## src/design/tldr_pkg.sv

```systemverilog
// Package for the timed-leg dead reckoning core.
// Holds payload structs, leg entry type, opcodes, FSM states, constant-divider
// and CORDIC constants. No dependencies.
package tldr_pkg;

  localparam int MAX_LEGS_DEF        = 16;
  localparam int ANGLE_FRAC_BITS_DEF = 16;

  localparam int CORDIC_STEPS = 30;
  localparam logic [33:0] CORDIC_GAIN = 34'd652032874;

  // reciprocal multiplication: floor(n / d) = (n * RCP) >> SH over the used range
  localparam int DIV_MW = 29;
  localparam int DIV_QW = 24;
  localparam logic [DIV_MW-1:0] RCP_225 = 29'd9544372;
  localparam logic [DIV_MW-1:0] RCP_45  = 29'd46604;
  localparam logic [DIV_MW-1:0] RCP_125 = 29'd274877907;
  localparam int SH_225 = 31;
  localparam int SH_45  = 21;
  localparam int SH_125 = 35;

  // 1852 m per nautical mile; pi/2 in Q30 over 1440 split into whole and remainder
  localparam logic [10:0] KNOT_MM      = 11'd1852;
  localparam logic [20:0] ANG_STEP_INT = 21'd1171270;
  localparam logic [10:0] ANG_STEP_REM = 11'd1826;

  localparam logic [12:0] FULL_TURN    = 13'd5760;
  localparam logic [12:0] QUARTER_TURN = 13'd1440;

  typedef enum logic [1:0] {
    OP_WRITE_LEG = 2'd0,
    OP_PLACE     = 2'd1,
    OP_STEP      = 2'd2,
    OP_NOP       = 2'd3
  } tldr_op_e;

  typedef enum logic [1:0] {
    DIV_SPEED,
    DIV_ANGLE,
    DIV_MOVE
  } tldr_div_e;

  typedef enum logic [3:0] {
    ST_IDLE,
    ST_RD,
    ST_CHK,
    ST_SPD_GO,
    ST_SPD_W,
    ST_ANG_GO,
    ST_ANG_W,
    ST_COR_GO,
    ST_COR_W,
    ST_MUL1,
    ST_MUL2,
    ST_MOV_GO,
    ST_MOV_W,
    ST_DONE
  } tldr_state_e;

  typedef struct packed {
    logic [1:0]         opcode;
    logic [3:0]         leg_index;
    logic [31:0]        leg_start_ms;
    logic [11:0]        leg_speed_knots;
    logic [12:0]        leg_bearing;
    logic signed [31:0] place_x;
    logic signed [31:0] place_z;
    logic [15:0]        delta_ms;
    logic [31:0]        scenario_ms;
  } tldr_in_t;

  typedef struct packed {
    logic signed [31:0] pos_x;
    logic signed [31:0] pos_z;
    logic [12:0]        heading_out;
    logic [15:0]        speed_out;
    logic [3:0]         leg_used;
  } tldr_out_t;

  typedef struct packed {
    logic [31:0] start_ms;
    logic [11:0] speed;
    logic [12:0] bearing;
  } tldr_leg_t;

  function automatic logic [30:0] tldr_atan(input logic [4:0] i);
    logic [30:0] a;
    unique case (i)
      5'd0:  a = 31'h3243F6A8;
      5'd1:  a = 31'h1DAC6705;
      5'd2:  a = 31'h0FADBAFC;
      5'd3:  a = 31'h07F56EA6;
      5'd4:  a = 31'h03FEAB76;
      5'd5:  a = 31'h01FFD55B;
      5'd6:  a = 31'h00FFFAAA;
      5'd7:  a = 31'h007FFF55;
      5'd8:  a = 31'h003FFFEA;
      5'd9:  a = 31'h001FFFFD;
      5'd10: a = 31'h000FFFFF;
      5'd11: a = 31'h0007FFFF;
      5'd12: a = 31'h0003FFFF;
      5'd13: a = 31'h0001FFFF;
      5'd14: a = 31'h0000FFFF;
      5'd15: a = 31'h00007FFF;
      5'd16: a = 31'h00003FFF;
      5'd17: a = 31'h00001FFF;
      5'd18: a = 31'h00000FFF;
      5'd19: a = 31'h000007FF;
      5'd20: a = 31'h000003FF;
      5'd21: a = 31'h000001FF;
      5'd22: a = 31'h000000FF;
      5'd23: a = 31'h0000007F;
      5'd24: a = 31'h0000003F;
      5'd25: a = 31'h0000001F;
      5'd26: a = 31'h0000000F;
      5'd27: a = 31'h00000007;
      5'd28: a = 31'h00000003;
      5'd29: a = 31'h00000001;
      default: a = 31'h0;
    endcase
    return a;
  endfunction

endpackage

```

## src/design/tldr_cordic.sv

```systemverilog
// Iterative rotation-mode CORDIC in Q30, one step per cycle, with output
// rounding and quadrant mapping. Depends on tldr_pkg for the arctangent table.
module tldr_cordic import tldr_pkg::*; #(
  parameter int ANGLE_FRAC_BITS = ANGLE_FRAC_BITS_DEF
) (
  input  logic                              clk_i,
  input  logic                              rst_ni,
  input  logic                              start_i,
  input  logic [32:0]                       z0_i,
  input  logic [1:0]                        quad_i,
  output logic                              done_o,
  output logic signed [ANGLE_FRAC_BITS+1:0] sin_o,
  output logic signed [ANGLE_FRAC_BITS+1:0] cos_o
);

  localparam int TW = ANGLE_FRAC_BITS + 2;

  logic signed [33:0] x_q, y_q, z_q;
  logic [4:0]         i_q;
  logic [1:0]         quad_q;
  logic               run_q, fin_q, done_q;
  logic signed [33:0] dx, dy, at;
  logic signed [TW-1:0] s_f, c_f;

  function automatic logic signed [TW-1:0] to_frac(input logic signed [33:0] v);
    logic signed [33:0] r;
    logic signed [33:0] one;
    r   = (v + (34'sd1 <<< (29 - ANGLE_FRAC_BITS))) >>> (30 - ANGLE_FRAC_BITS);
    one = 34'sd1 <<< ANGLE_FRAC_BITS;
    if (r > one) r = one;
    if (r < -one) r = -one;
    return TW'(r);
  endfunction

  assign dx  = y_q >>> i_q;
  assign dy  = x_q >>> i_q;
  assign at  = $signed({3'b000, tldr_atan(i_q)});
  assign s_f = to_frac(y_q);
  assign c_f = to_frac(x_q);

  always_ff @(posedge clk_i or negedge rst_ni) begin
    if (!rst_ni) begin
      run_q  <= 1'b0;
      fin_q  <= 1'b0;
      done_q <= 1'b0;
      i_q    <= '0;
    end else begin
      done_q <= fin_q;
      fin_q  <= 1'b0;
      if (start_i) begin
        run_q <= 1'b1;
        i_q   <= '0;
      end else if (run_q) begin
        i_q <= i_q + 1'b1;
        if (i_q == 5'(CORDIC_STEPS - 1)) begin
          run_q <= 1'b0;
          fin_q <= 1'b1;
        end
      end
    end
  end

  always_ff @(posedge clk_i) begin
    if (start_i) begin
      x_q    <= $signed(CORDIC_GAIN);
      y_q    <= '0;
      z_q    <= $signed({1'b0, z0_i});
      quad_q <= quad_i;
    end else if (run_q) begin
      if (z_q >= 0) begin
        x_q <= x_q - dx;
        y_q <= y_q + dy;
        z_q <= z_q - at;
      end else begin
        x_q <= x_q + dx;
        y_q <= y_q - dy;
        z_q <= z_q + at;
      end
    end
    if (fin_q) begin
      unique case (quad_q)
        2'd0: begin sin_o <= s_f;  cos_o <= c_f;  end
        2'd1: begin sin_o <= c_f;  cos_o <= -s_f; end
        2'd2: begin sin_o <= -s_f; cos_o <= -c_f; end
        default: begin sin_o <= -c_f; cos_o <= s_f; end
      endcase
    end
  end

  assign done_o = done_q;

endmodule

```

## config.mk

```make
export PLATFORM = sky130hd
export DESIGN_NAME = tldr_cordic
export DESIGN_NICKNAME = d
export VERILOG_FILES = /design/src/design/tldr_pkg.sv /design/src/design/tldr_cordic.sv
export SDC_FILE = /design/constraint.sdc
export NUM_CORES = 1
export LEC_CHECK = 0
export ABC_AREA = 1
export ABC_CLOCK_PERIOD_IN_PS = 4400
export BUFFER_PORTS_ARGS = -buffer_cell sky130_fd_sc_hd__buf_2
export CAP_MARGIN = 20
export CORE_AREA = 2 2 229 231
export CTS_BUF_LIST = sky130_fd_sc_hd__clkbuf_8
export DETAILED_ROUTE_END_ITERATION = 8
export DIE_AREA = 0 0 231 233
export GPL_ROUTABILITY_DRIVEN = 0
export MAX_ROUTING_LAYER = met4
export PLACE_DENSITY = 0.58
export SYNTH_ARGS = -nofsm -noshare
export SYNTH_HDL_FRONTEND = slang
export SYNTH_SLANG_ARGS = --single-unit
export TNS_END_PERCENT = 30
```

## constraint.sdc

```tcl
create_clock -name clk_i -period 4.4 [get_ports clk_i]
set_clock_uncertainty 0.1 [all_clocks]
set_input_delay 0.88 -clock clk_i [delete_from_list [all_inputs] [get_ports clk_i]]
set_output_delay 0.88 -clock clk_i [all_outputs]
set_load 0.05 [all_outputs]
```

==> metrics.yaml <==
cp.arrival_ns: 5.14
syn_nets: 3619
yosys_warnings: 0
synth_edf_count: 71
rows: 83
worstSetupStartpointType: "flop"
ir_drop_mv: 0.4705
dieWidth_um: 231
root_buffer: "clkbuf_8"
area_delta_synth_final_pct: 50.06
synth_most_common_cell: "nand2_1"
violations: "negative setup slack"
ys_top_cells_by_count: "nand2_1 (1001), nand3_1 (455), inv_1 (392), nor2_1 (321), a21oi_1 (202)"
synth_area_leaders: "nand2_1 (18%), nand3_1 (11%), edfxtp_1 (10%)"
drt-total-wl_mm: 84.21
max_slew_margin_pct: 30.74
boundaryPins: 75
rsz0062_at_grt: "true"
placed_area_um2: 26800
leakagePower_nw: 15.29
synth.largest_area_cell: "nand2_1"
cp-end-kind: "flop"
synth_ff_type: "edfxtp_1"
first_pass_iters: 6
syn_inst: 3464
finish.instance_area_um2: 30560
crit_slowest_cell: "dfrtp_2"
layout-drive-gt1-share_pct: 35.98
antenna_found_initial: 1
drv_cap: 0
grt_pass1_wl_mm: 128.1
power.density_nw_per_um2: 927.8
hp-class: "in -> reg"
grt_pass1_vias: 24825
min_period_ns: 4.693
syn_area_per_cell_um2: 5.879
fin_util_pct: 59.81
numCtsBuffers: 17
clock.fmax_ghz: 0.2131
detail-route-antenna-nets: 0
clock_latency_ns: 0.61
synth-async-reset-ratio_pct: 5.405
ys_seq_area_share_pct: 18.24
layout_setup_ws_ns: -0.2932
dp.final_hpwl_mm: 63.31
ys_seq_elements: 148
crit_fanout: 16
syn_area_um2: 20360
dieArea_um2: 53820
coreArea_um2: 51090
clk_pin_slew_ns: 0.10
cts.sink_count: 148
grt_overflow: 0
start_util_pct: 39.85
finalPower_mw: 28.35
tritoncts: "yes"
fin_nets: 4417
grt_usage_pct: 30.96
hold_viol: 0
wl_per_cell_um: 16.99
via_per_inst: 5.352
grt_max_degree: 48
ys_types: 61
portBuffers: 74
fin_tns_setup_ns: -6.487
status: "finished with violations"
clockBufferDepth: 2
setup_violations: 50
drc: 0
slew_violations: 0
rrSetupSlack_ns: -0.29
critPathKind: "reg -> reg"
tightest_slew_ns: 1.038
cp_data_required_time_ns: 4.85
period_share_pct: 106.7
place_ws_ns: -0.7164
max_stage_delay_ns: 0.47
die_h_um: 233
vias: 26526
yosysTopAreaCellShare_pct: 18.45
ctsHtreeMaxLevel: 4
drt_iter0_markers: 2242
## power breakdown
group | total, mW | switching, mW | internal (mW) | leakage, nW
sequential | 2.57 | 0.526 | 2.04 | 1.37
clock | 1.29 | 0.675 | 0.614 | 0.226
combinational | 24.5 | 13.0 | 11.5 | 13.7
## worst max-delay path: cells and delay by family (launching register included)
kind,cells,cell delay [ns]
and+or+nand+nor,19,1.76
buffers and inverters,9,1.11
AOI/OAI and AO/OA,5,0.62
DFF,1,0.47
adders and majority gates,1,0.30
xor gates and xnor gates,1,0.23
## stage by stage
stage / cells / hold WS, ns
after detailed placement: 4837 / 0.4102
after CTS: 4915 / 0.3004
after floorplan: 3464 / 0.3727
after global placement: 4837 / 0.4049
final: 4956 / 0.3454
after global routing: 4956 / 0.3338
## layer usage
metal	wire length, um	GRT usage (%)	up-vias
met5	0	-	-
met4	4704	15.63	0
li1	-	-	13111
met3	5198	4.069	277
met2	40320	52.59	996
met1	33990	35.84	12142
## registers in the layout (all words and copies together), names as in the netlist
name	cells
z_q	34
sin_o	18
done_o	1
quad_q	2
fin_q	1
cos_o	18
y_q	34
i_q	5
x_q	34
run_q	1
## cell type report
cell class / count / area [um^2]
Timing Repair inverter: 2 / 22.52
Clock inverter: 15 / 191.4
Multi-Input combinational cell: 2774 / 16940
Antenna cell: 1 / 2.502
Tap cell: 680 / 850.8
Sequential cell: 148 / 3721
Clock buffer: 17 / 234.0
Timing Repair Buffer: 907 / 7022
Inverter: 412 / 1575
Fill cell: 4822 / 20540
## cell families (layout without fill, tap and decap cells)
logic type / count (synthesis) / count (layout) / synth area share [%]
adder cells (fa/ha/maj): 117 / 117 / 7.300
buffers and inverters: 542 / 1353 / 10.59
XOR/XNOR: 151 / 151 / 6.532
AND/OR/NAND/NOR: 1957 / 1957 / 41.24
AO/OA/AOI/OAI: 549 / 549 / 16.10
other: 0 / 1 / 0
flip-flops: 148 / 148 / 18.24
## worst paths after layout
| kind | startpoint | end | cells after the start |
|---|---|---|---|
| max in group asynchronous | rst_ni | run_q | 2 |
| hold reg to reg | x_q[0] | x_q[0] | 2 |
| setup reg to reg | i_q[0] | y_q[33] | 35 |
| setup / recovery | i_q[0] | y_q[33] | 35 |
| hold / removal | quad_i[1] | quad_q[1] | 1 |
| min in group asynchronous | rst_ni | done_o | 2 |
## placed cells by master, fill, tap and decap left out, drive strengths merged, types with 12 or more instances in the layout
cell        n
nand2    1017
buf       900
nand3     459
inv       416
nor2      338
a21oi     203
o21ai     174
xor2      118
ha        114
edfxtp     71
dfxtp      69
nor3       46
nand4      41
o211ai     37
xnor2      33
or2        32
a31oi      27
clkbuf     23
o2111ai    16
o221ai     15
o21bai     12
o31ai      12
## timing repair
| action | in CTS | in global routing |
|---|---|---|
| endpoints found under the setup margin | 69 | 69 |
| hold buffers | 1 | 0 |
| resized for setup | 343 | 266 |
| cloned | 4 | 6 |
| pin swaps | 80 | 115 |
| hold endpoints to repair | 8 | 0 |
| buffers inserted | 41 | 33 |
Power figures use the tool's default switching activity.
