### src/design/tldr_pkg.sv
// Package for the timed-leg dead reckoning core.
// Holds payload structs, leg entry type, opcodes, FSM states, constant-divider
// and CORDIC constants. No dependencies.
package tldr_pkg;

  localparam int MAX_LEGS_DEF        = 16;
  localparam int ANGLE_FRAC_BITS_DEF = 16;

  localparam int CORDIC_STEPS = 30;
  localparam logic [33:0] CORDIC_GAIN = 34'd652032874;

  // reciprocal multiplication: floor(n / d) = (n * RCP) >> SH over the used range
  localparam int DIV_MW = 29;
  localparam int DIV_QW = 24;
  localparam logic [DIV_MW-1:0] RCP_225 = 29'd9544372;
  localparam logic [DIV_MW-1:0] RCP_45  = 29'd46604;
  localparam logic [DIV_MW-1:0] RCP_125 = 29'd274877907;
  localparam int SH_225 = 31;
  localparam int SH_45  = 21;
  localparam int SH_125 = 35;

  // 1852 m per nautical mile; pi/2 in Q30 over 1440 split into whole and remainder
  localparam logic [10:0] KNOT_MM      = 11'd1852;
  localparam logic [20:0] ANG_STEP_INT = 21'd1171270;
  localparam logic [10:0] ANG_STEP_REM = 11'd1826;

  localparam logic [12:0] FULL_TURN    = 13'd5760;
  localparam logic [12:0] QUARTER_TURN = 13'd1440;

  typedef enum logic [1:0] {
    OP_WRITE_LEG = 2'd0,
    OP_PLACE     = 2'd1,
    OP_STEP      = 2'd2,
    OP_NOP       = 2'd3
  } tldr_op_e;

  typedef enum logic [1:0] {
    DIV_SPEED,
    DIV_ANGLE,
    DIV_MOVE
  } tldr_div_e;

  typedef enum logic [3:0] {
    ST_IDLE,
    ST_RD,
    ST_CHK,
    ST_SPD_GO,
    ST_SPD_W,
    ST_ANG_GO,
    ST_ANG_W,
    ST_COR_GO,
    ST_COR_W,
    ST_MUL1,
    ST_MUL2,
    ST_MOV_GO,
    ST_MOV_W,
    ST_DONE
  } tldr_state_e;

  typedef struct packed {
    logic [1:0]         opcode;
    logic [3:0]         leg_index;
    logic [31:0]        leg_start_ms;
    logic [11:0]        leg_speed_knots;
    logic [12:0]        leg_bearing;
    logic signed [31:0] place_x;
    logic signed [31:0] place_z;
    logic [15:0]        delta_ms;
    logic [31:0]        scenario_ms;
  } tldr_in_t;

  typedef struct packed {
    logic signed [31:0] pos_x;
    logic signed [31:0] pos_z;
    logic [12:0]        heading_out;
    logic [15:0]        speed_out;
    logic [3:0]         leg_used;
  } tldr_out_t;

  typedef struct packed {
    logic [31:0] start_ms;
    logic [11:0] speed;
    logic [12:0] bearing;
  } tldr_leg_t;

  function automatic logic [30:0] tldr_atan(input logic [4:0] i);
    logic [30:0] a;
    unique case (i)
      5'd0:  a = 31'h3243F6A8;
      5'd1:  a = 31'h1DAC6705;
      5'd2:  a = 31'h0FADBAFC;
      5'd3:  a = 31'h07F56EA6;
      5'd4:  a = 31'h03FEAB76;
      5'd5:  a = 31'h01FFD55B;
      5'd6:  a = 31'h00FFFAAA;
      5'd7:  a = 31'h007FFF55;
      5'd8:  a = 31'h003FFFEA;
      5'd9:  a = 31'h001FFFFD;
      5'd10: a = 31'h000FFFFF;
      5'd11: a = 31'h0007FFFF;
      5'd12: a = 31'h0003FFFF;
      5'd13: a = 31'h0001FFFF;
      5'd14: a = 31'h0000FFFF;
      5'd15: a = 31'h00007FFF;
      5'd16: a = 31'h00003FFF;
      5'd17: a = 31'h00001FFF;
      5'd18: a = 31'h00000FFF;
      5'd19: a = 31'h000007FF;
      5'd20: a = 31'h000003FF;
      5'd21: a = 31'h000001FF;
      5'd22: a = 31'h000000FF;
      5'd23: a = 31'h0000007F;
      5'd24: a = 31'h0000003F;
      5'd25: a = 31'h0000001F;
      5'd26: a = 31'h0000000F;
      5'd27: a = 31'h00000007;
      5'd28: a = 31'h00000003;
      5'd29: a = 31'h00000001;
      default: a = 31'h0;
    endcase
    return a;
  endfunction

endpackage

### src/design/tldr_div.sv
// Division by a small constant through reciprocal multiplication, with registered operands and a registered product.
// Depends on tldr_pkg for widths, reciprocals and shifts.
module tldr_div import tldr_pkg::*; (
  input  logic              clk_i,
  input  logic              rst_ni,
  input  logic              start_i,
  input  tldr_div_e         sel_i,
  input  logic [DIV_MW-1:0] dividend_i,
  output logic              done_o,
  output logic [DIV_QW-1:0] quot_o
);

  logic [DIV_MW-1:0]   num_q;
  tldr_div_e           sel_q;
  logic [2*DIV_MW-1:0] prod_q;
  logic                busy_q, done_q;
  logic [DIV_MW-1:0]   rcp;

  always_comb begin
    unique case (sel_q)
      DIV_SPEED: rcp = RCP_225;
      DIV_ANGLE: rcp = RCP_45;
      default:   rcp = RCP_125;
    endcase
  end

  always_comb begin
    unique case (sel_q)
      DIV_SPEED: quot_o = DIV_QW'(prod_q >> SH_225);
      DIV_ANGLE: quot_o = DIV_QW'(prod_q >> SH_45);
      default:   quot_o = DIV_QW'(prod_q >> SH_125);
    endcase
  end

  always_ff @(posedge clk_i or negedge rst_ni) begin
    if (!rst_ni) begin
      busy_q <= 1'b0;
      done_q <= 1'b0;
    end else begin
      busy_q <= start_i;
      done_q <= busy_q;
    end
  end

  always_ff @(posedge clk_i) begin
    if (start_i) begin
      num_q <= dividend_i;
      sel_q <= sel_i;
    end
    if (busy_q) begin
      prod_q <= (2*DIV_MW)'(num_q) * (2*DIV_MW)'(rcp);
    end
  end

  assign done_o = done_q;

endmodule

### config.mk
export PLATFORM = sky130hd
export DESIGN_NAME = tldr_div
export DESIGN_NICKNAME = d
export VERILOG_FILES = /design/src/design/tldr_pkg.sv /design/src/design/tldr_div.sv
export SDC_FILE = /design/constraint.sdc
export NUM_CORES = 1
export LEC_CHECK = 0
export BUFFER_PORTS_ARGS = -buffer_cell sky130_fd_sc_hd__buf_2
export CAP_MARGIN = 20
export CORE_MARGIN = 2
export CORE_UTILIZATION = 57
export CTS_CLUSTER_DIAMETER = 100
export CTS_CLUSTER_SIZE = 8
export DETAILED_ROUTE_END_ITERATION = 16
export PLACE_DENSITY_LB_ADDON = 0.25
export SETUP_SLACK_MARGIN = 0.15
export SLEW_MARGIN = 20
export SYNTH_ARGS = -nofsm -noshare
export SYNTH_HDL_FRONTEND = slang
export SYNTH_SLANG_ARGS = --single-unit
### constraint.sdc
create_clock -name clk_i -period 24.3 [get_ports clk_i]
set_clock_uncertainty 0.2 [all_clocks]
set_input_delay 4.86 -clock clk_i [delete_from_list [all_inputs] [get_ports clk_i]]
set_output_delay 4.86 -clock clk_i [all_outputs]
set_load 0.02 [all_outputs]
==> flow_summary.toml, run 1 <==
[timing]
max_freq_mhz = 104
fin_ws_ns = 14.68
maxSlewHeadroom = 0.360
final_max_slew_viol_count = 0
worst_pin_slew_ns = 0.961
min_period_over_period = 0.396
setup_viol = 0
rsz0062_at_grt = "false"
report.final.hold_viol_count = 0
period_needed_ns = 9.62
setup-tns-final_ns = 0

[global_routing]
overflow = 0
antenna_found_initial = 0
grt_max_degree = 78
grt_pass1_vias = 16978
grt_pass1_wl_mm = 98.7
grtUsageTotal = 0.322

[floorplanning]
num_rows = 74
core-area_um2 = 40600
fp.dieArea_um2 = 42600
die_y_um = 206
start_util = 0.574
dieWidth_um = 206
io_pins = 59

[logic_synthesis]
synth_flop_cell = "edfxtp_1"
seq_area_frac_synth = 0.0897
syn-instance-count = 2317
netlist_area_um2 = 23300
ys_ff_latch = 70
synthArstFlopShare = 0.0286
netlist.area_leader.share = 0.466
synth.area.top_cells = "fa_1, ha_1, inv_1, edfxtp_1, nand2_1"
ys.warnings.count = 0
avgSynthCellArea_um2 = 10.1
synth_top_area_cell = "fa_1"
synth.distinct_cells = 57
synth-edff-count = 68

[worst_setup_path]
critPathRequiredTime_ns = 24.22
worstSetupEndpointType = "register"
critPathArrivalTime_ns = 9.54
crit_top_cell = "fa_1"
path_class = "register to register"
critPathMaxFanout = 77
max_stage_delay_ns = 0.60
cpMaxStageDelayCell = "nor2_1"
startpoint = "sel_q[1]"
start_kind = "register"
rr_startpoint = "sel_q[1]"

[cts]
post_cts_buffers = 0
cts_resized = 0
holdBufCountCts = 0
htreeDepth = 3
clk_latency_ns = 0.40
cts_tree = "yes"
cts_root_buffer = "clkbuf_16"
cts_buffer_depth = 2
clock-sinks = 70
path_clk_slew_ns = 0.07
cts-buffers-inserted = 9

[final_layout]
drive_above_1_share = 0.0438
antennaDiodeCount = 0
final_common_cell = "inv_1"
fin_nets = 3236
final_cell_mix = "inv_1, fa_1, ha_1, nand2_1, edfxtp_1"
syn_to_final_growth_pct = 4.88

[hold_path]
hold_class = "register to register"
min-delay-start = "busy_q"

[placed_design]
place_hpwl_mm = 56.9
gp_congestion = 1.02
post-place-ws_ns = 14.69
port_buffers = 58

[drt]
ant_nets = 0
post_drt_wl_per_cell_um = 22.2
drt-initial-drc-count = 1147
via_count = 15501
wirelength_mm = 64.2
drc = 0
avgViaCountPerCell = 5.37
dr.pass1.iters = 6

[job]
maxCapViolCount = 0

[status]
status = "finished clean"
[stage by stage]
stage                     instances  instance area, um^2  hold slack (ns)  utilization
after global routing           2885                24500            0.573        0.602
after CTS                      2885                24500            0.547        0.602
final                          2885                24500            0.528        0.602
after detailed placement       2869                24200            0.542        0.594
after floorplan                2318                23300            0.820            -
after global placement         2869                24200            0.540        0.594
[Yosys cell counts (4+ instances only)]
cell type    n
inv_1      794
fa_1       543
ha_1       311
nand2_1    131
edfxtp_1    68
a21oi_1     49
clkbuf_1    39
o21ai_0     39
nor2_1      35
and2_1      34
nand2b_1    29
a21o_1      28
xnor2_1     28
mux2i_1     24
nand3_1     20
nor2b_1     20
xor2_1      16
nand4_1      9
o21bai_1     9
o21ai_1      6
or2_2        6
a21oi_2      5
nand3b_1     5
nor3_1       5
o21a_1       5
a31oi_1      4
[critical path: cells and delay by family, from the launching register on]
family	cells	cell delay, ns
AO/OA/AOI/OAI	8	1.62
XOR/XNOR	1	0.15
adder cells (fa/ha/maj)	9	4.49
buffers and inverters	8	1.07
flip-flops	1	0.37
AND/OR/NAND/NOR	3	1.42
[path summary, 6_finish.rpt]
check,endpoint,slack (ns),cells past startpoint
max in group asynchronous,busy_q,19.75,1
setup reg to reg,prod_q[54],14.68,29
min in group asynchronous,done_o,4.05,1
setup / recovery,prod_q[54],14.68,29
hold reg to reg,done_o,0.53,1
hold / removal,done_o,0.53,1
[layout make-up]
type                       instances  area, um^2
clock inverter                     5        65.1
clock buffer                      11         243
multi-input combinational       1409       18100
timing repair buffer              63         328
tap                              532         666
inverter                         795        2980
sequential                        70        2090
fill                            3511       16200
[state kept, by name, indices dropped and copies added, names as in the netlist]
register,cells
busy_q,1
done_o,1
num_q,29
prod_q,37
sel_q,2
[cell families (layout without fill, tap and decap cells)]
group	count (synthesis)	in the layout	synth area share
AND/OR/NAND/NOR	309	309	0.0650
AO/OA/AOI/OAI	175	175	0.0503
flip-flops	70	70	0.0897
buffers and inverters	839	874	0.135
multiplexers	24	24	0.0103
XOR/XNOR	44	44	0.0165
other	2	3	0.000322
adder cells (fa/ha/maj)	854	854	0.633
[metal layers]
layer | part of all wire | track usage
met2 | 0.50 | 0.551
met3 | 0.052 | 0.0468
met5 | 0 | 0
met1 | 0.38 | 0.395
met4 | 0.062 | 0.178
Power of run 1 is left out: the tool's default activity adds up to more than one toggle a clock period on the data nets, which glitch-free logic cannot reach.
==> run 2, diff against run 1 <==
- clock period: 24.3 -> 10 ns (I/O delays scaled with it)
==> flow_summary.toml, run 2 (synthesis results as in run 1) <==
[final_layout]
antennaDiodeCount = 0
fin_nets = 3245
largestRegisters = "prod_q (37), num_q (29), sel_q (2)"
largest_register_ffs = 37
fillers = 3437
regMostFlops = "prod_q"
syn_to_final_growth_pct = 5.26
final_common_cell = "inv_1"
final_cell_mix = "inv_1, fa_1, ha_1, nand2_1, edfxtp_1"
drive_above_1_share = 0.0474

[worst_setup_path]
path_class = "register to register"
worstSetupEndpointType = "register"
ff2ff_setup_slack_ns = 0.76
critPathRequiredTime_ns = 9.93
start_kind = "register"
r2r_cells = 28
rr_startpoint = "sel_q[1]"
rr_endpoint = "prod_q[54]"
crit_top_cell = "fa_1"
critPathArrivalTime_ns = 9.17
critPathMaxFanout = 118
cpMaxStageDelayCell = "fa_1"
max_stage_delay_ns = 0.56

[floorplanning]
core-area_um2 = 40600
dieWidth_um = 206
num_rows = 74
start_util = 0.574
die_y_um = 206
io_pins = 59
fp.dieArea_um2 = 42600

[hold_path]
holdPathStages = 1
hold_class = "register to register"
min-delay-start = "busy_q"
min_to = "done_o"

[timing]
setup-tns-final_ns = 0
max_freq_mhz = 108
rsz0062_at_grt = "false"
period_needed_ns = 9.24
worst_pin_slew_ns = 1.04
report.final.hold_viol_count = 0
final_max_slew_viol_count = 0
setup_viol = 0
hold_ws_ns = 0.538
min_period_over_period = 0.924
maxSlewHeadroom = 0.304

[global_routing]
grtUsageTotal = 0.323
grt_pass1_vias = 17110
overflow = 0
antenna_found_initial = 0
grt_max_degree = 119
grt_pass1_wl_mm = 98.9

[job]
maxCapViolCount = 0

[cts]
path_clk_slew_ns = 0.06
clock-sinks = 70
post_cts_buffers = 0
clk_latency_ns = 0.40
cts-buffers-inserted = 9
cts_root_buffer = "clkbuf_16"
cts_tree = "yes"
cts_resized = 0
holdBufCountCts = 0
cts_buffer_depth = 2
htreeDepth = 3

[drt]
drt-initial-drc-count = 1197
avgViaCountPerCell = 5.39
post_drt_wl_per_cell_um = 22.3
drc = 0
wirelength_mm = 64.6
via_count = 15591
dr.pass1.iters = 5
ant_nets = 0

[status]
status = "finished clean"

[placed_design]
place_hpwl_mm = 57.1
gp_congestion = 1.01
port_buffers = 58
==> run 2: through the flow <==
stage	setup slack (ns)	std cells	cell area (um^2)	util
CTS	0.901	2894	24600	0.604
global placement	1.04	2878	24200	0.597
finish	0.758	2894	24600	0.604
global route	0.421	2894	24600	0.604
detailed placement	0.917	2878	24200	0.597
floorplan	1.60	2318	23300	-
==> run 2: cell type report <==
cell class / count / area (um^2) / area share
clock buffer: 9 / 225 / 0.00917
inverter: 795 / 2980 / 0.122
timing repair buffer: 72 / 420 / 0.0171
clock inverter: 7 / 80.1 / 0.00326
multi-input combinational: 1409 / 18100 / 0.737
sequential: 70 / 2090 / 0.0852
tap: 532 / 666 / 0.0271
==> run 2: worst max-delay path by stage <==
stage,start,to,slack [ns],depth (start not counted)
6_report,sel_q[1],prod_q[54],0.76,28
5_1_grt,sel_q[1],prod_q[57],0.42,28
4_1_cts,sel_q[1],prod_q[54],0.90,28
3_5_place_dp,sel_q[1],prod_q[54],0.92,28
3_3_place_gp,sel_q[1],prod_q[54],1.04,28
2_1_floorplan,sel_q[1],prod_q[54],1.60,30
==> run 2: worst max-delay path: cells and delay by family, from the launching register on <==
kind	cells	cell delay, ns
adders and majority gates	9	4.53
AOI/OAI and AO/OA	8	1.58
buffers and inverters	7	0.71
and+or+nand+nor	3	1.23
DFF	1	0.50
xor gates and xnor gates	1	0.15
==> run 2: metal layers <==
metal | part of all wire | vias up | wire length [um] | global-route usage
met1 | 0.38 | 7953 | 24500 | 0.395
met2 | 0.50 | 559 | 32400 | 0.557
met3 | 0.059 | 164 | 3790 | 0.0500
met4 | 0.060 | 0 | 3880 | 0.165
li1 | - | 6915 | - | -
met5 | 0 | - | 0 | 0
Power of run 2 is left out for the same reason.
