File: src/design/tldr_pkg.sv
// Package for the timed-leg dead reckoning core.
// Holds payload structs, leg entry type, opcodes, FSM states, constant-divider
// and CORDIC constants. No dependencies.
package tldr_pkg;

  localparam int MAX_LEGS_DEF        = 16;
  localparam int ANGLE_FRAC_BITS_DEF = 16;

  localparam int CORDIC_STEPS = 30;
  localparam logic [33:0] CORDIC_GAIN = 34'd652032874;

  // reciprocal multiplication: floor(n / d) = (n * RCP) >> SH over the used range
  localparam int DIV_MW = 29;
  localparam int DIV_QW = 24;
  localparam logic [DIV_MW-1:0] RCP_225 = 29'd9544372;
  localparam logic [DIV_MW-1:0] RCP_45  = 29'd46604;
  localparam logic [DIV_MW-1:0] RCP_125 = 29'd274877907;
  localparam int SH_225 = 31;
  localparam int SH_45  = 21;
  localparam int SH_125 = 35;

  // 1852 m per nautical mile; pi/2 in Q30 over 1440 split into whole and remainder
  localparam logic [10:0] KNOT_MM      = 11'd1852;
  localparam logic [20:0] ANG_STEP_INT = 21'd1171270;
  localparam logic [10:0] ANG_STEP_REM = 11'd1826;

  localparam logic [12:0] FULL_TURN    = 13'd5760;
  localparam logic [12:0] QUARTER_TURN = 13'd1440;

  typedef enum logic [1:0] {
    OP_WRITE_LEG = 2'd0,
    OP_PLACE     = 2'd1,
    OP_STEP      = 2'd2,
    OP_NOP       = 2'd3
  } tldr_op_e;

  typedef enum logic [1:0] {
    DIV_SPEED,
    DIV_ANGLE,
    DIV_MOVE
  } tldr_div_e;

  typedef enum logic [3:0] {
    ST_IDLE,
    ST_RD,
    ST_CHK,
    ST_SPD_GO,
    ST_SPD_W,
    ST_ANG_GO,
    ST_ANG_W,
    ST_COR_GO,
    ST_COR_W,
    ST_MUL1,
    ST_MUL2,
    ST_MOV_GO,
    ST_MOV_W,
    ST_DONE
  } tldr_state_e;

  typedef struct packed {
    logic [1:0]         opcode;
    logic [3:0]         leg_index;
    logic [31:0]        leg_start_ms;
    logic [11:0]        leg_speed_knots;
    logic [12:0]        leg_bearing;
    logic signed [31:0] place_x;
    logic signed [31:0] place_z;
    logic [15:0]        delta_ms;
    logic [31:0]        scenario_ms;
  } tldr_in_t;

  typedef struct packed {
    logic signed [31:0] pos_x;
    logic signed [31:0] pos_z;
    logic [12:0]        heading_out;
    logic [15:0]        speed_out;
    logic [3:0]         leg_used;
  } tldr_out_t;

  typedef struct packed {
    logic [31:0] start_ms;
    logic [11:0] speed;
    logic [12:0] bearing;
  } tldr_leg_t;

  function automatic logic [30:0] tldr_atan(input logic [4:0] i);
    logic [30:0] a;
    unique case (i)
      5'd0:  a = 31'h3243F6A8;
      5'd1:  a = 31'h1DAC6705;
      5'd2:  a = 31'h0FADBAFC;
      5'd3:  a = 31'h07F56EA6;
      5'd4:  a = 31'h03FEAB76;
      5'd5:  a = 31'h01FFD55B;
      5'd6:  a = 31'h00FFFAAA;
      5'd7:  a = 31'h007FFF55;
      5'd8:  a = 31'h003FFFEA;
      5'd9:  a = 31'h001FFFFD;
      5'd10: a = 31'h000FFFFF;
      5'd11: a = 31'h0007FFFF;
      5'd12: a = 31'h0003FFFF;
      5'd13: a = 31'h0001FFFF;
      5'd14: a = 31'h0000FFFF;
      5'd15: a = 31'h00007FFF;
      5'd16: a = 31'h00003FFF;
      5'd17: a = 31'h00001FFF;
      5'd18: a = 31'h00000FFF;
      5'd19: a = 31'h000007FF;
      5'd20: a = 31'h000003FF;
      5'd21: a = 31'h000001FF;
      5'd22: a = 31'h000000FF;
      5'd23: a = 31'h0000007F;
      5'd24: a = 31'h0000003F;
      5'd25: a = 31'h0000001F;
      5'd26: a = 31'h0000000F;
      5'd27: a = 31'h00000007;
      5'd28: a = 31'h00000003;
      5'd29: a = 31'h00000001;
      default: a = 31'h0;
    endcase
    return a;
  endfunction

endpackage

File: src/design/tldr_leg_mem.sv
// Leg table: synchronous single-write, single-read memory with registered read data.
// Depends on tldr_pkg for the entry type.
module tldr_leg_mem import tldr_pkg::*; #(
  parameter int DEPTH = MAX_LEGS_DEF,
  parameter int AW    = 4
) (
  input  logic            clk_i,
  input  logic            we_i,
  input  logic [AW-1:0]   waddr_i,
  input  tldr_leg_t       wdata_i,
  input  logic [AW-1:0]   raddr_i,
  output tldr_leg_t       rdata_o
);

  tldr_leg_t mem [DEPTH];

  always_ff @(posedge clk_i) begin
    if (we_i) begin
      mem[waddr_i] <= wdata_i;
    end
  end

  always_ff @(posedge clk_i) begin
    rdata_o <= mem[raddr_i];
  end

endmodule

File: config.mk
export PLATFORM = sky130hd
export DESIGN_NAME = tldr_leg_mem
export DESIGN_NICKNAME = d
export VERILOG_FILES = /design/src/design/tldr_pkg.sv /design/src/design/tldr_leg_mem.sv
export SDC_FILE = /design/constraint.sdc
export NUM_CORES = 1
export LEC_CHECK = 0
export BUFFER_PORTS_ARGS = -buffer_cell sky130_fd_sc_hd__buf_2
export CAP_MARGIN = 10
export CORE_MARGIN = 4
export CORE_UTILIZATION = 61
export CTS_BUF_LIST = sky130_fd_sc_hd__clkbuf_16
export CTS_CLUSTER_DIAMETER = 80
export DETAILED_ROUTE_END_ITERATION = 6
export PLACE_DENSITY_LB_ADDON = 0.25
export SETUP_SLACK_MARGIN = 0.1
export SLEW_MARGIN = 15
export SYNTH_ARGS = -nofsm -noshare
export SYNTH_HDL_FRONTEND = slang
export SYNTH_SLANG_ARGS = --single-unit
File: constraint.sdc
create_clock -name clk_i -period 8.5 [get_ports clk_i]
set_clock_uncertainty 0.05 [all_clocks]
set_input_delay 1.275 -clock clk_i [delete_from_list [all_inputs] [get_ports clk_i]]
set_output_delay 1.275 -clock clk_i [all_outputs]
set_load 0.005 [all_outputs]
==> metrics, run 1 <==
post_cts resized=0; Power Internal=8.00 mW; Initial Utilization=62.0%; post-route clock period utilization=39.9%; Syn-to-layout area delta=13.2%; post-CTS setup buffer count=0; CP Launch Point=waddr_i[2]; most frequent cells in the layout=edfxtp_1 (912), mux4_2 (228), buf_2 (121); first-pass GRT wire length=112000 um; die area=61700 um2; DR vias=16200; PortBufs=123; RSZ-0062 raised after global routing=no; routability-driven placement congestion ratio=0.718; Crit path arrival time=3590 ps; largest net degree at the start of global routing=135; post-synthesis sequential area ratio=80.9%; CP Cell Sequence=buf_2 > or3b_2 > nor2_4 > buf_4; hold_buf cts=0; Worst Hold Launch=mem[4][9]; Detail Route Antenna Nets=0; H-tree levels=3; combinational share of power=4.5%; Place WS=4490 ps; final worst path period need=3390 ps; Slew Viols, Final=0; flops & latches, synth=969; Routed WL=75100 um; antenna violations before repair=10; Overflow after GRT=0; Yosys warnings=0; Starting DRT DRC Count=2070; core area=56800 um2; CP Class=input pin to flip-flop; mean number of vias per cell=6.53; die width=248 um; # fillers=3278; power share of the clock group=41.6%; Mean Syn Cell Area=24.0 um2; critical path endpoint category=flip-flop; Slowest cell on crit path=nor2_4; switch share=19.8%; Cell Pwr Density=250 nW/um2; DRT Pass-1 Iters=5; register share of total power=53.9%; FP Rows=87; clk root buf=clkbuf_16; commonest non-fill, non-tap cell in the layout=edfxtp_1; final hold vios=0; Critical Path Source Type=input pin; maxcap violations=0; delay-heaviest family, CP=simple AND/OR/NAND/NOR gates; Critical Path RT=8700 ps; run status=completed; Clock Latency Late Sink=630 ps; Final Total Pwr=9.97 mW; Die Y=248 um; post-route setup TNS=0 ps; CP max stage delay=830 ps; final net count=1706; worst ir drop on vdd=0.176 mV; CP max FO=36; Achievable Freq=295 MHz; placed inst area=36800 um2; Top-Level Pins=124; Slew headroom=21.3%; Sink Count=969; Worst-path clk slew=60 ps; WP buf/inv=2; layout cells sized above 1=30.8%; Static Leakage=12.9 nW; synthesized area=35300 um2; TritonCTS Buffers=92; Clock Tree Buf Depth=3; post-synth cell types=18; net count after synthesis=1537; Psw=1.97 mW; Setup-failing EPs final=0; reg2reg start=mem[11][21]; DRC=0; Final Cell Area=39900 um2; vias in the first global route=16800; post-DP HPWL=34600 um; final worst slack=5110 ps; worst slew pin tran=1180 ps; CTS tree=done; GRT Overall Usage=24.6%; average wire per cell in the routed design=30.3 um; Hold Crit Class=flip-flop to flip-flop; Post-Synthesis Cells=1470
[per-stage QoR]
step	util, %	cells	hold WS (ps)
floorplan	-	1470	585
global placement	64.8	2301	595
detailed placement	64.8	2301	605
CTS	70.2	2470	619
global route	70.2	2473	644
finish	70.3	2476	617
[area by class of cell]
class                      count  area [um2]  area share, %
multi-input combinational    426        6470           16.2
clock buffer                  95        2380           5.96
clock inverter                74         719           1.80
antenna                        6        15.0         0.0376
timing repair buffer         150         863           2.16
tap                          756         946           2.37
sequential                   969       28500           71.5
[power by group through the flow]
stage                     Clock (mW)  Combinational, mW  Sequential [mW]
after floorplan                    0              0.254             5.47
after global placement             0              0.438             5.47
after detailed placement           0              0.448             5.48
after CTS                       4.21              0.451             5.38
after global routing            4.42              0.480             5.38
final                           4.15              0.446             5.38
[routing by layer]
layer	share of wire [%]	vias to the layer above	routed length (um)	track usage [%]
met3	8.4	138	6310	4.24
met5	0.047	-	35	0
met2	51	817	38000	40.0
met4	2.2	6	1680	7.07
met1	39	8584	29000	35.4
li1	-	6629	-	-
[final timing paths]
path | endpoint | slack [ps] | depth (start not counted)
setup / recovery | mem[2][30] | 5110 | 4
hold / removal | rdata_o[9] | 620 | 3
setup reg to reg | rdata_o[21] | 7040 | 3
hold reg to reg | rdata_o[9] | 620 | 3
[synthesized netlist by cell type]
master	n	area share [%]
nand3_1	1	0.014
clkbuf_1	36	0.38
buf_2	5	0.071
nand2b_1	2	0.035
buf_4	21	0.45
buf_1	10	0.11
dfxtp_1	57	3.2
mux4_2	228	15
edfxtp_1	912	78
nor2_1	13	0.14
nor2b_1	2	0.035
a22oi_1	114	2.4
nor3_1	4	0.057
nand3b_1	2	0.043
and2_1	1	0.018
buf_6	3	0.096
nand2_1	58	0.62
or3b_2	1	0.025
[flip-flops by register name, indices dropped and copies added, names as in the netlist]
signal and cells:
mem 912, rdata_o 57
[worst reg2reg max path, cell delays in order (launching register included)]
cell and delay, ps:
edfxtp_1 360, mux4_2 470, a22oi_1 280, nand2_1 170
[cells by family (layout without fill, tap and decap cells)]
| family | after synthesis | count (layout) | synth area share [%] |
|---|---|---|---|
| flops | 969 | 969 | 80.9 |
| mux | 228 | 228 | 14.6 |
| compound gates | 114 | 114 | 2.43 |
| simple gates | 84 | 84 | 0.983 |
| buf+inv | 75 | 319 | 1.10 |
| other cells | 0 | 6 | 0 |
Note: power is estimated with default switching activity, not from simulation.
==> inputs of run 2 (changes only) <==
Settings changed: CORE_UTILIZATION 61 to 55.
Clock period 8.5 ns to 2.9 ns, I/O delays scaled along.
==> run 2 against run 1 <==
Compared with the run above: worst setup slack worse by 3900 ps; cell area up 1.5%; flip-flop and latch count did not move; critical endpoint is now rdata_o[23]; worst hold slack worse by 480 ps; die area grew 11%; global-route usage down 2.2 points; critical path depth fell by 3; clock power grew to 2.8 times the previous value; register-to-register slack got worse by 5500 ps; sequential share of layout area down 1.0 points.
==> metrics, run 2 (synthesis gave the netlist of run 1 again) <==
run status=completed; Critical Path Source Type=flip-flop; worst ir drop on vdd=0.468 mV (+170%); die area=68200 um2 (+11%); Syn-to-layout area delta=14.9%; register area=28500 um2 (unchanged); Detail Route Antenna Nets=0 (unchanged); mean number of vias per cell=6.22 (-4.7%); CP Cell Sequence=buf_2; Top-Level Pins=124 (unchanged); Static Leakage=13.1 nW (+1.7%); CP Class=flip-flop to output pin; routability-driven placement congestion ratio=0.705 (-1.7%); GRT Overall Usage=22.3% (-2.2 points); Achievable Freq=592 MHz; Slew Viols, Final=0 (unchanged); hold_buf cts=0 (unchanged); # fillers=4117 (+26%); final hold vios=0 (unchanged); Final Non-Filler Cells=2584 (+4.4%); Power Internal=23.0 mW (+190%); biggest regs=mem (912), rdata_o (57); die width=261 um (+5.1%); vias in the first global route=16700 (-0.75%); final worst slack=1210 ps (-3900 ps); Slew headroom=62.5% (+41 points); WP buf/inv=1 (-1); largest net degree at the start of global routing=58 (-57%); DR vias=16100 (-0.59%); Hold Worst Slack=132 ps (-485 ps); antenna violations before repair=8 (-2); Clock Latency Late Sink=630 ps (about the same); DR WL met2=36200 um (-4.9%); placed insts=2417 (+5.0%); layout cells sized above 1=31.8% (+1.0 points); Hold Crit Class=input pin to flip-flop; CP max stage delay=430 ps (-400 ps); delay-heaviest family, CP=flip-flops; most frequent cells in the layout=edfxtp_1 (912), mux4_2 (228), buf_2 (121); Critical Path RT=2410 ps (-6290 ps); Reg with most FFs=mem; Slowest cell on crit path=dfxtp_1; switch share=20.0% (+0.19 points); DRC=0 (unchanged); RSZ-0062 raised after global routing=no; final worst path period need=1690 ps; CTS tree=done; combinational share of power=4.7% (+0.2 points); post-route clock period utilization=58.3%; met3 wire length=6390 um (+1.2%); post_cts resized=0 (unchanged); Place WS=663 ps (-3820 ps); Clock Tree Buf Depth=3 (unchanged); Psw=5.74 mW (+190%); core area=63300 um2 (+11%); TritonCTS Buffers=91 (-1.1%); Cell Pwr Density=710 nW/um2 (+180%); Sink Count=969 (unchanged); Routed WL=74300 um (-1.1%); DRT Pass-1 Iters=5 (unchanged); Die Y=261 um (+5.1%); max reg flops=912 (unchanged); clk root buf=clkbuf_16; CP max FO=1 (-97%); Starting DRT DRC Count=1671 (-19%); maxcap violations=0 (unchanged); Overflow after GRT=0 (unchanged); highest metal used=met5; PortBufs=123 (unchanged); post-DP HPWL=35700 um (+3.1%); power share of the clock group=40.5% (-1.1 points); Worst-path clk slew=60 ps (about the same); final net count=1731 (+1.5%); register share of total power=54.8% (+0.9 points); average wire per cell in the routed design=28.8 um (-5.2%); Initial Utilization=55.7% (-6.4 points); H-tree levels=3 (unchanged); Final Total Pwr=28.8 mW (+190%); Setup-failing EPs final=0 (unchanged); post-CTS setup buffer count=0 (unchanged); worst slew pin tran=562 ps (-619 ps); WL met1=30300 um (+4.3%); FP Rows=92 (+5.7%); Crit path arrival time=1200 ps (-2390 ps); multi-input logic area=6500 um2 (+0.44%); commonest non-fill, non-tap cell in the layout=edfxtp_1; critical path endpoint category=output pin; first-pass GRT wire length=110000 um (-1.3%)
==> run 2: cell count changes in the layout (fill, tap and decap cells not counted), sizes merged <==
cell | previous run | this run
buf | 150 | 176
inv | 21 | 27
bufinv | 15 | 10
diode | 6 | 1
clkinvlp | 5 | 2
clkinv | 33 | 32
==> run 2: worst paths after layout <==
| check | start | end | slack [ps] | cells after the start |
|---|---|---|---|---|
| max | rdata_o[23] | rdata_o[23] | 1210 | 1 |
| min | wdata_i[26] | mem[14][26] | 130 | 1 |
| max reg2reg | mem[11][56] | rdata_o[56] | 1520 | 3 |
| min reg2reg | mem[14][7] | rdata_o[7] | 610 | 3 |
==> run 2: layout make-up <==
type / instances / share of cell area [%]
multi-input cells: 426 / 16.0
well taps: 846 / 2.61
clock buffers: 95 / 5.87
repair buffers: 176 / 3.63
flip-flops and latches: 969 / 70.4
diodes: 1 / 0.00618
clock inverters: 71 / 1.41
==> run 2: power by group through the flow <==
stage	sequential, mW	clock, mW	combinational (mW)
5_1_grt	15.8	12.5	1.46
2_1_floorplan	16.0	0	0.747
6_report	15.8	11.7	1.35
4_1_cts	15.8	11.9	1.38
3_3_place_gp	16.0	0	1.33
3_5_place_dp	16.1	0	1.37
==> run 2: layer usage <==
metal / global-route usage [%] / up-vias
met5: 0 / -
met4: 5.29 / 12
met3: 3.82 / 108
met2: 34.9 / 716
met1: 34.0 / 8554
li1: - / 6689
==> run 2: metrics by stage <==
step / cell area (um2) / util (%) / TNS [ps]
2_1_floorplan: 35300 / - / -404480
3_3_place_gp: 37600 / 59.3 / 0
3_5_place_dp: 37600 / 59.3 / 0
4_1_cts: 40500 / 64.0 / 0
5_1_grt: 40500 / 64.0 / 0
6_report: 40500 / 64.0 / 0
